$ cat src/rtl/csl_pkg.sv
package csl_pkg;

    localparam int ACT_W   = 3;
    localparam int POS_W   = 5;
    localparam int FIELD_W = 64;
    localparam int COUNT_W = 5;

    localparam logic [ACT_W-1:0] ACT_APPEND    = 3'd0;
    localparam logic [ACT_W-1:0] ACT_REMOVE    = 3'd1;
    localparam logic [ACT_W-1:0] ACT_READ      = 3'd2;
    localparam logic [ACT_W-1:0] ACT_OVERWRITE = 3'd3;
    localparam logic [ACT_W-1:0] ACT_CLEAR     = 3'd4;
    localparam logic [ACT_W-1:0] ACT_SIZE      = 3'd5;

    typedef struct packed {
        logic capture;
        logic append;
        logic overwrite;
        logic clear;
        logic rd_issue;
        logic res_set;
        logic res_ok;
        logic res_rd;
        logic scan_start;
        logic scan_step;
        logic scan_commit;
        logic load_out;
    } cmd_t;

    typedef struct packed {
        logic [ACT_W-1:0] action;
        logic             full;
        logic             empty;
        logic             pos_ok;
        logic             scan_end;
        logic             out_free;
    } sts_t;

endpackage

$ cat src/rtl/csl_ctrl.sv
module csl_ctrl
(
    input  logic          clk,
    input  logic          rst_n,
    input  logic          in_valid,
    output logic          in_ready,
    input  csl_pkg::sts_t sts,
    output csl_pkg::cmd_t cmd
);

    localparam logic [2:0] ST_IDLE   = 3'd0;
    localparam logic [2:0] ST_EXEC   = 3'd1;
    localparam logic [2:0] ST_RDWAIT = 3'd2;
    localparam logic [2:0] ST_SCAN   = 3'd3;
    localparam logic [2:0] ST_DONE   = 3'd4;

    logic [2:0] state_reg;
    logic [2:0] state_next;

    assign in_ready = (state_reg == ST_IDLE);

    always_comb
    begin
        cmd        = '0;
        state_next = state_reg;
        case (state_reg)
            ST_IDLE:
            begin
                if (in_valid)
                begin
                    cmd.capture = 1'b1;
                    state_next  = ST_EXEC;
                end
            end
            ST_EXEC:
            begin
                state_next  = ST_DONE;
                cmd.res_set = 1'b1;
                case (sts.action)
                    csl_pkg::ACT_APPEND:
                    begin
                        cmd.append = !sts.full;
                        cmd.res_ok = !sts.full;
                    end
                    csl_pkg::ACT_REMOVE:
                    begin
                        if (!sts.empty)
                        begin
                            cmd.res_set    = 1'b0;
                            cmd.scan_start = 1'b1;
                            state_next     = ST_SCAN;
                        end
                    end
                    csl_pkg::ACT_READ:
                    begin
                        if (sts.pos_ok)
                        begin
                            cmd.res_set  = 1'b0;
                            cmd.rd_issue = 1'b1;
                            state_next   = ST_RDWAIT;
                        end
                    end
                    csl_pkg::ACT_OVERWRITE:
                    begin
                        cmd.overwrite = sts.pos_ok;
                        cmd.res_ok    = sts.pos_ok;
                    end
                    csl_pkg::ACT_CLEAR:
                    begin
                        cmd.clear  = 1'b1;
                        cmd.res_ok = 1'b1;
                    end
                    csl_pkg::ACT_SIZE:
                    begin
                        cmd.res_ok = 1'b1;
                    end
                    default:
                    begin
                        cmd.res_ok = 1'b0;
                    end
                endcase
            end
            ST_RDWAIT:
            begin
                cmd.res_set = 1'b1;
                cmd.res_ok  = 1'b1;
                cmd.res_rd  = 1'b1;
                state_next  = ST_DONE;
            end
            ST_SCAN:
            begin
                cmd.scan_step = 1'b1;
                if (sts.scan_end)
                begin
                    cmd.scan_commit = 1'b1;
                    state_next      = ST_DONE;
                end
            end
            ST_DONE:
            begin
                if (sts.out_free)
                begin
                    cmd.load_out = 1'b1;
                    state_next   = ST_IDLE;
                end
            end
            default:
            begin
                state_next = ST_IDLE;
            end
        endcase
    end

    always_ff @(posedge clk or negedge rst_n)
    begin
        if (!rst_n)
        begin
            state_reg <= ST_IDLE;
        end
        else
        begin
            state_reg <= state_next;
        end
    end

endmodule

$ cat src/rtl/csl_dpath.sv
module csl_dpath
#(
    parameter int DEPTH     = 16,
    parameter int WORD_BITS = 64
)
(
    input  logic                           clk,
    input  logic                           rst_n,
    input  csl_pkg::cmd_t                  cmd,
    output csl_pkg::sts_t                  sts,
    input  logic [csl_pkg::ACT_W-1:0]      action,
    input  logic [csl_pkg::POS_W-1:0]      position,
    input  logic [csl_pkg::FIELD_W-1:0]    value,
    output logic                           out_valid,
    input  logic                           out_ready,
    output logic                           ok,
    output logic [csl_pkg::FIELD_W-1:0]    read_word,
    output logic [csl_pkg::COUNT_W-1:0]    count,
    output logic                           is_empty,
    output logic                           is_full
);

    localparam int CW = $clog2(DEPTH + 1);
    localparam int AW = (DEPTH > 1) ? $clog2(DEPTH) : 1;
    localparam int MW = (CW > csl_pkg::POS_W) ? CW : csl_pkg::POS_W;

    logic [WORD_BITS-1:0]         mem_reg [DEPTH];
    logic [WORD_BITS-1:0]         rdata_reg;

    logic [csl_pkg::ACT_W-1:0]    act_reg;
    logic [csl_pkg::POS_W-1:0]    pos_reg;
    logic [WORD_BITS-1:0]         val_reg;

    logic [CW-1:0]                count_reg;
    logic [CW-1:0]                count_next;
    logic [CW-1:0]                ptr_reg;
    logic [CW-1:0]                ptr_next;
    logic                         chk_vld_reg;
    logic                         chk_vld_next;
    logic [AW-1:0]                chk_idx_reg;
    logic [AW-1:0]                chk_idx_next;
    logic                         found_reg;
    logic                         found_next;
    logic                         out_valid_reg;
    logic                         out_valid_next;

    logic                         res_ok_reg;
    logic [WORD_BITS-1:0]         res_word_reg;
    logic                         ok_reg;
    logic [WORD_BITS-1:0]         word_reg;
    logic [CW-1:0]                cnt_reg;

    logic                         mem_we;
    logic [AW-1:0]                mem_waddr;
    logic [WORD_BITS-1:0]         mem_wdata;
    logic                         mem_re;
    logic [AW-1:0]                mem_raddr;
    logic                         hit;
    logic                         found_now;
    logic [AW-1:0]                pos_addr;
    logic [MW-1:0]                pos_wide;
    logic [MW-1:0]                count_wide;

    assign pos_wide   = MW'(pos_reg);
    assign count_wide = MW'(count_reg);
    assign pos_addr   = AW'(pos_reg - csl_pkg::POS_W'(1));
    assign hit        = (rdata_reg == val_reg);
    assign found_now  = found_reg | (chk_vld_reg & hit);

    assign sts.action   = act_reg;
    assign sts.full     = (count_reg == CW'(DEPTH));
    assign sts.empty    = (count_reg == '0);
    assign sts.pos_ok   = (pos_wide != '0) && (pos_wide <= count_wide);
    assign sts.scan_end = chk_vld_reg && ((CW'(chk_idx_reg) + CW'(1)) == count_reg);
    assign sts.out_free = !out_valid_reg || out_ready;

    always_comb
    begin
        mem_we       = 1'b0;
        mem_waddr    = AW'(count_reg);
        mem_wdata    = val_reg;
        mem_re       = 1'b0;
        mem_raddr    = pos_addr;
        count_next   = count_reg;
        ptr_next     = ptr_reg;
        chk_vld_next = chk_vld_reg;
        chk_idx_next = chk_idx_reg;
        found_next   = found_reg;

        if (cmd.append)
        begin
            mem_we     = 1'b1;
            count_next = count_reg + CW'(1);
        end
        if (cmd.overwrite)
        begin
            mem_we    = 1'b1;
            mem_waddr = pos_addr;
        end
        if (cmd.clear)
        begin
            count_next = '0;
        end
        if (cmd.rd_issue)
        begin
            mem_re = 1'b1;
        end
        if (cmd.scan_start)
        begin
            ptr_next     = '0;
            chk_vld_next = 1'b0;
            found_next   = 1'b0;
        end
        if (cmd.scan_step)
        begin
            if (ptr_reg < count_reg)
            begin
                mem_re       = 1'b1;
                mem_raddr    = AW'(ptr_reg);
                ptr_next     = ptr_reg + CW'(1);
                chk_vld_next = 1'b1;
                chk_idx_next = AW'(ptr_reg);
            end
            else
            begin
                chk_vld_next = 1'b0;
            end
            if (chk_vld_reg)
            begin
                if (found_reg)
                begin
                    mem_we    = 1'b1;
                    mem_waddr = chk_idx_reg - AW'(1);
                    mem_wdata = rdata_reg;
                end
                else if (hit)
                begin
                    found_next = 1'b1;
                end
            end
        end
        if (cmd.scan_commit && found_now)
        begin
            count_next = count_reg - CW'(1);
        end
    end

    always_comb
    begin
        out_valid_next = out_valid_reg;
        if (cmd.load_out)
        begin
            out_valid_next = 1'b1;
        end
        else if (out_ready)
        begin
            out_valid_next = 1'b0;
        end
    end

    always_ff @(posedge clk)
    begin
        if (mem_we)
        begin
            mem_reg[mem_waddr] <= mem_wdata;
        end
        if (mem_re)
        begin
            rdata_reg <= mem_reg[mem_raddr];
        end
    end

    always_ff @(posedge clk or negedge rst_n)
    begin
        if (!rst_n)
        begin
            count_reg     <= '0;
            ptr_reg       <= '0;
            chk_vld_reg   <= 1'b0;
            found_reg     <= 1'b0;
            out_valid_reg <= 1'b0;
        end
        else
        begin
            count_reg     <= count_next;
            ptr_reg       <= ptr_next;
            chk_vld_reg   <= chk_vld_next;
            found_reg     <= found_next;
            out_valid_reg <= out_valid_next;
        end
    end

    always_ff @(posedge clk)
    begin
        chk_idx_reg <= chk_idx_next;
        if (cmd.capture)
        begin
            act_reg <= action;
            pos_reg <= position;
            val_reg <= value[WORD_BITS-1:0];
        end
        if (cmd.res_set)
        begin
            res_ok_reg   <= cmd.res_ok;
            res_word_reg <= cmd.res_rd ? rdata_reg : '0;
        end
        if (cmd.scan_commit)
        begin
            res_ok_reg   <= found_now;
            res_word_reg <= '0;
        end
        if (cmd.load_out)
        begin
            ok_reg   <= res_ok_reg;
            word_reg <= res_word_reg;
            cnt_reg  <= count_reg;
        end
    end

    assign out_valid = out_valid_reg;
    assign ok        = ok_reg;
    assign read_word = csl_pkg::FIELD_W'(word_reg);
    assign count     = csl_pkg::COUNT_W'(cnt_reg);
    assign is_empty  = (cnt_reg == '0);
    assign is_full   = (cnt_reg == CW'(DEPTH));

endmodule

$ cat src/rtl/compacting_sequential_list_top.sv
// A request is captured in IDLE and evaluated in EXEC. A read then waits in RDWAIT for
// the entry, and a removal from a non-empty list runs a scan in SCAN. The result then
// waits in DONE until the output register is free. The removal's single pass reads one
// entry a cycle and shifts later entries down behind the match.
// A new request is accepted only once the previous result has been loaded for output.
// Reset is asynchronous and active low; it empties the list, the entries stay undefined.
module compacting_sequential_list_top
#(
    parameter int DEPTH     = 16,
    parameter int WORD_BITS = 64
)
(
    input  logic                           clk,
    input  logic                           rst_n,
    input  logic                           in_valid,
    output logic                           in_ready,
    input  logic [csl_pkg::ACT_W-1:0]      action,
    input  logic [csl_pkg::POS_W-1:0]      position,
    input  logic [csl_pkg::FIELD_W-1:0]    value,
    output logic                           out_valid,
    input  logic                           out_ready,
    output logic                           ok,
    output logic [csl_pkg::FIELD_W-1:0]    read_word,
    output logic [csl_pkg::COUNT_W-1:0]    count,
    output logic                           is_empty,
    output logic                           is_full
);

    csl_pkg::cmd_t cmd;
    csl_pkg::sts_t sts;

    csl_ctrl u_ctrl
    (
        .clk      (clk),
        .rst_n    (rst_n),
        .in_valid (in_valid),
        .in_ready (in_ready),
        .sts      (sts),
        .cmd      (cmd)
    );

    csl_dpath
    #(
        .DEPTH     (DEPTH),
        .WORD_BITS (WORD_BITS)
    )
    u_dpath
    (
        .clk       (clk),
        .rst_n     (rst_n),
        .cmd       (cmd),
        .sts       (sts),
        .action    (action),
        .position  (position),
        .value     (value),
        .out_valid (out_valid),
        .out_ready (out_ready),
        .ok        (ok),
        .read_word (read_word),
        .count     (count),
        .is_empty  (is_empty),
        .is_full   (is_full)
    );

    a_busy_after_accept: assert property (@(posedge clk) disable iff (!rst_n)
        (in_valid && in_ready) |=> !in_ready)
        else $error("request accepted while a previous one was still in progress");

    a_result_loaded: assert property (@(posedge clk) disable iff (!rst_n)
        cmd.load_out |=> out_valid)
        else $error("result load did not raise out_valid");

    a_full_not_empty: assert property (@(posedge clk) disable iff (!rst_n)
        !(sts.full && sts.empty))
        else $error("list reported both full and empty");

    a_single_write: assert property (@(posedge clk) disable iff (!rst_n)
        $onehot0({cmd.append, cmd.overwrite, cmd.scan_step}))
        else $error("more than one source drives the entry memory write port");

endmodule
$ cat config.mk
export PLATFORM = sky130hd
export DESIGN_NAME = compacting_sequential_list_top
export DESIGN_NICKNAME = d
export VERILOG_FILES = /design/src/rtl/csl_pkg.sv /design/src/rtl/csl_ctrl.sv /design/src/rtl/csl_dpath.sv /design/src/rtl/compacting_sequential_list_top.sv
export SDC_FILE = /design/constraint.sdc
export NUM_CORES = 2
export LEC_CHECK = 0
export BUFFER_PORTS_ARGS = -buffer_cell sky130_fd_sc_hd__buf_2
export CAP_MARGIN = 25
export CORE_MARGIN = 1
export CORE_UTILIZATION = 45
export CTS_BUF_LIST = sky130_fd_sc_hd__clkbuf_2
export CTS_CLUSTER_DIAMETER = 40
export CTS_CLUSTER_SIZE = 16
export DETAILED_ROUTE_END_ITERATION = 8
export SYNTH_ARGS = -nofsm -noshare
export SYNTH_HDL_FRONTEND = slang
export SYNTH_SLANG_ARGS = --single-unit
$ cat constraint.sdc
create_clock -name clk -period 5.6 [get_ports clk]
set_input_delay 0.84 -clock clk [delete_from_list [all_inputs] [get_ports clk]]
set_output_delay 0.84 -clock clk [all_outputs]
set_load 0.005 [all_outputs]
==> results list <==
- Max-slew violation count: 0
- The most critical setup path has its startpoint at u_dpath.count_reg[2].
* Final WS setup: about 1300 ps
* Slowest Stage Delay on Critical Path: 600 ps
- Commonest cells after routing, fill and taps aside: edfxtp_1 (1,235), mux2i_1 (523), o22ai_1 (257)
- FILL cells: 9,008
* Data arrival time of the critical path: roughly 5500 ps
- Post-Route Setup TNS: 0 ps
- Starting utilization of the core area: roughly 45%
* Internal Dissipation: between 0.015 and 0.02 W
- Count of H-tree levels built during CTS: 4
* Post-Route Skew: 164 ps
* Total via count in the routed design: approximately 27,000
* Top cell by count, worst path: buf_12
* Result of the run: finished, final reports clean
* Total of flip-flops plus latches after synthesis: approximately 1,300
- For the worst setup path, the data required time is 6800 ps.
- After clock tree synthesis, the clock-pin slew on the worst setup and hold paths is ~170 ps.
- Once the clock tree was built, the setup fixing pass inserted 0 buffers.
- Of the total power, the clock network draws roughly a quarter.
- Of all nets on the critical path, the largest fanout is 40.
- Final number of hold-violating endpoints: 0
* Kind of start point of the critical path: register
- Overflow after GRT: 0
- HPWL after DPL: 70,100 microns
- Detailed-route wire length per cell: between 20 and 30 microns
* Area of the mapped netlist: between 50,000 and 60,000 sq um
* Sequential element share of the synthesized area: slightly below 80%
- Yosys printed 0 warnings.
- Count of standard-cell rows: approximately 120
- Sequential cells burn a little over half of the power.
- In this run the count of I/O pins placed on the die edge is 150.
* DRC violation total after the first TritonRoute iteration: 2,979
- Post-synth top flop: edfxtp_1
- Hold path startpoint: value[2]
- The critical path contains buffers and inverters numbering 4 combined.
* Category of the critical setup timing path: reg -> reg
- Inst Count DP: 4,318
* Startpoint of the most critical register-to-register path: u_dpath.count_reg[2]
- TritonCTS built the clock tree.
* Period Utilization, post-route: between 70% and 80%
- Final GP Congestion: approximately 0.83
* # setup viols final: 0
* Count of TritonRoute iterations in the first routing pass: 5
- The net count of the finished layout is between 3,000 and 4,000.
- Setup WS pre-CTS: 1340 ps
* Number of flip-flops in the largest register: approximately 1,000
- Number of nets produced by synthesis: approximately 2,800
- Critical-path top delay cell: or4_1
- Combinational logic is responsible for about a fifth of the overall power.
- Synthesis produced a netlist whose cell count is 2,734.
* Final cell count without fillers: roughly 4,800
- Die Width: about 340 microns
* Lkg Pwr: around 20 nW
- First-pass GRT wire length: roughly 190,000 microns
- Switching share of power: between 30% and 40%
- Number of global-route vias before repair: 27,221
- Summed over all nets, the switching power comes to around 0.007 W.
- Top delay family on crit path: buffers and inverters
* FFs w/ async S/R, synth: approximately 1.2%
* Count of different cell masters after synthesis: 59
- Hold buffer count at cts: approximately 150
* Min-delay worst type: in -> reg
- Cell-by-cell trace of the critical path: inv_1, ha_1, a21oi_1, o21ai_2, a31oi_4, buf_4, mux2i_4, buf_12, buf_12, mux2i_1, o22ai_1, or4_1
* Clock Latency Late Sink: ~1600 ps
- The detail route stage leaves a number of antenna-violating nets equal to 0.
- After synthesis, the mean cell area works out to 18.3 sq um.
* Aggregate global-route resource usage: around a quarter
* WL final: 134,000 microns
- The post-route netlist has a little under a fifth of its cells at a drive strength greater than 1.
* Average via count per standard cell: 5.76
* Slew at the pin closest to its max-slew limit: about 1000 ps
- Power spread over the standard cell area amounts to 398 nW/um^2.
* Clock buffers created by TritonCTS: roughly 150
* Worst setup EP type: register
* Sinks on Clock Net: between 1,000 and 1,500
- Overall die area: ~110,000 sq um
- VDD sags by at most 0.231 mV.
- Clock root buffer master: clkbuf_2
- The initial antenna violation count is 7.
- In this run the vertical extent of the chip is around 340 microns.
- Maximum number of pins on one net before global-route repair: 98
- From synthesis to final layout, the design area changed by 13.6%.
- Most common cell after layout, fill and taps aside: edfxtp_1
* Max-capacitance violation count: 0
- Input/output buffers: between 100 and 150
- The routed design could run at a clock period as short as ~4300 ps.
- Max Clk Rate: 0.233 GHz
* Post-synth EDFFs: around 1,200
- Setup repair after global routing missed its margin: no
* CTS Buffer Depth: 3
* Worst relative slew slack: a little under a third
- DRC: 0
- Resize count post-CTS: 0
- In this run the standard cell core region covers between 100,000 and 150,000 sq um.
==> cell type report <==
cell class                      count  area, sq um  share of cell area (%)
Tap cell                         1488         1860                    3.27
Clock buffer                      165          826                    1.45
Timing Repair Buffer              379         3230                    5.68
Sequential cell                  1315        38800                    68.1
Inverter                           29          109                   0.191
Clock inverter                    121         1430                    2.50
Antenna cell                        8         20.0                  0.0351
Multi-Input combinational cell   1255        10700                    18.8
==> path summary, 6_finish.rpt <==
check,end,slack (ps),depth (start not counted)
setup reg to reg,u_dpath.rdata_reg[22],1320,12
hold / removal,u_dpath.val_reg[2],180,2
max in group asynchronous,u_dpath.count_reg[0],4470,3
hold reg to reg,u_dpath.read_word[0],440,0
min in group asynchronous,u_dpath.ptr_reg[0],450,3
setup / recovery,u_dpath.rdata_reg[22],1320,12
==> stage by stage <==
stage               power (W)  util, %  cell area (sq um)  hold slack [ps]
floorplan              0.0154        -              50200              400
global placement       0.0170     48.1              53100              409
detailed placement     0.0171     48.1              53200              412
CTS                    0.0228     51.5              56900             24.0
global route           0.0235     51.5              57000             94.9
finish                 0.0227     51.5              57000              181
==> power groups by stage <==
stage | registers, W | logic, W | clock network, W
3_5_place_dp | 0.0123 | 0.00474 | 0
3_3_place_gp | 0.0123 | 0.00461 | 0
5_1_grt | 0.0122 | 0.00514 | 0.00620
4_1_cts | 0.0121 | 0.00482 | 0.00585
2_1_floorplan | 0.0122 | 0.00321 | 0
6_report | 0.0121 | 0.00483 | 0.00573
==> Yosys cell counts (2+ instances only) <==
library cell / instances / area (sq um)
edfxtp_1: 1235 / 37100
mux2i_1: 524 / 5250
o22ai_1: 257 / 1610
or4_1: 67 / 503
a22o_1: 65 / 569
dfxtp_1: 64 / 1280
mux2_2: 58 / 653
xnor2_1: 51 / 447
clkbuf_1: 49 / 184
nand2_1: 46 / 173
buf_2: 42 / 210
nor2_1: 31 / 116
inv_1: 29 / 109
buf_6: 27 / 304
dfrtp_1: 16 / 400
ha_1: 16 / 200
nand4_1: 15 / 93.8
o21ai_0: 14 / 70.1
a21oi_1: 11 / 55.1
xor2_1: 11 / 96.3
buf_4: 10 / 75.1
nand2b_1: 10 / 62.6
nand3_1: 9 / 45.0
nor2b_1: 8 / 50.1
nor3_1: 8 / 40.0
buf_1: 7 / 26.3
o221ai_1: 7 / 61.3
nor4_1: 4 / 25.0
nor3b_1: 3 / 22.5
a211o_1: 2 / 17.5
a21o_1: 2 / 15.0
a221o_1: 2 / 20.0
a32oi_1: 2 / 17.5
a41oi_1: 2 / 17.5
and2_1: 2 / 12.5
and3_1: 2 / 12.5
and4_1: 2 / 17.5
nor4b_1: 2 / 17.5
o2111ai_1: 2 / 17.5
==> kinds of logic (layout without fill, tap and decap cells) <==
logic type,Yosys count,after routing,synth area share (%)
other,0,8,0
buffers and inverters,164,694,1.81
adder cells (fa/ha/maj),16,16,0.399
AND/OR/NAND/NOR,214,214,2.46
AO/OA/AOI/OAI,381,381,5.21
flip-flops,1315,1315,77.3
multiplexers,582,582,11.8
XOR/XNOR,62,62,1.08
==> layer usage <==
metal	GRT usage, %	up-vias	part of all wire [%]
met5	0	-	0.0075
met4	6.43	2	2.1
met3	3.58	217	7.0
met2	37.9	1099	47
met1	33.5	14182	44
li1	-	11900	-
Note: power is estimated with default switching activity, not from simulation.
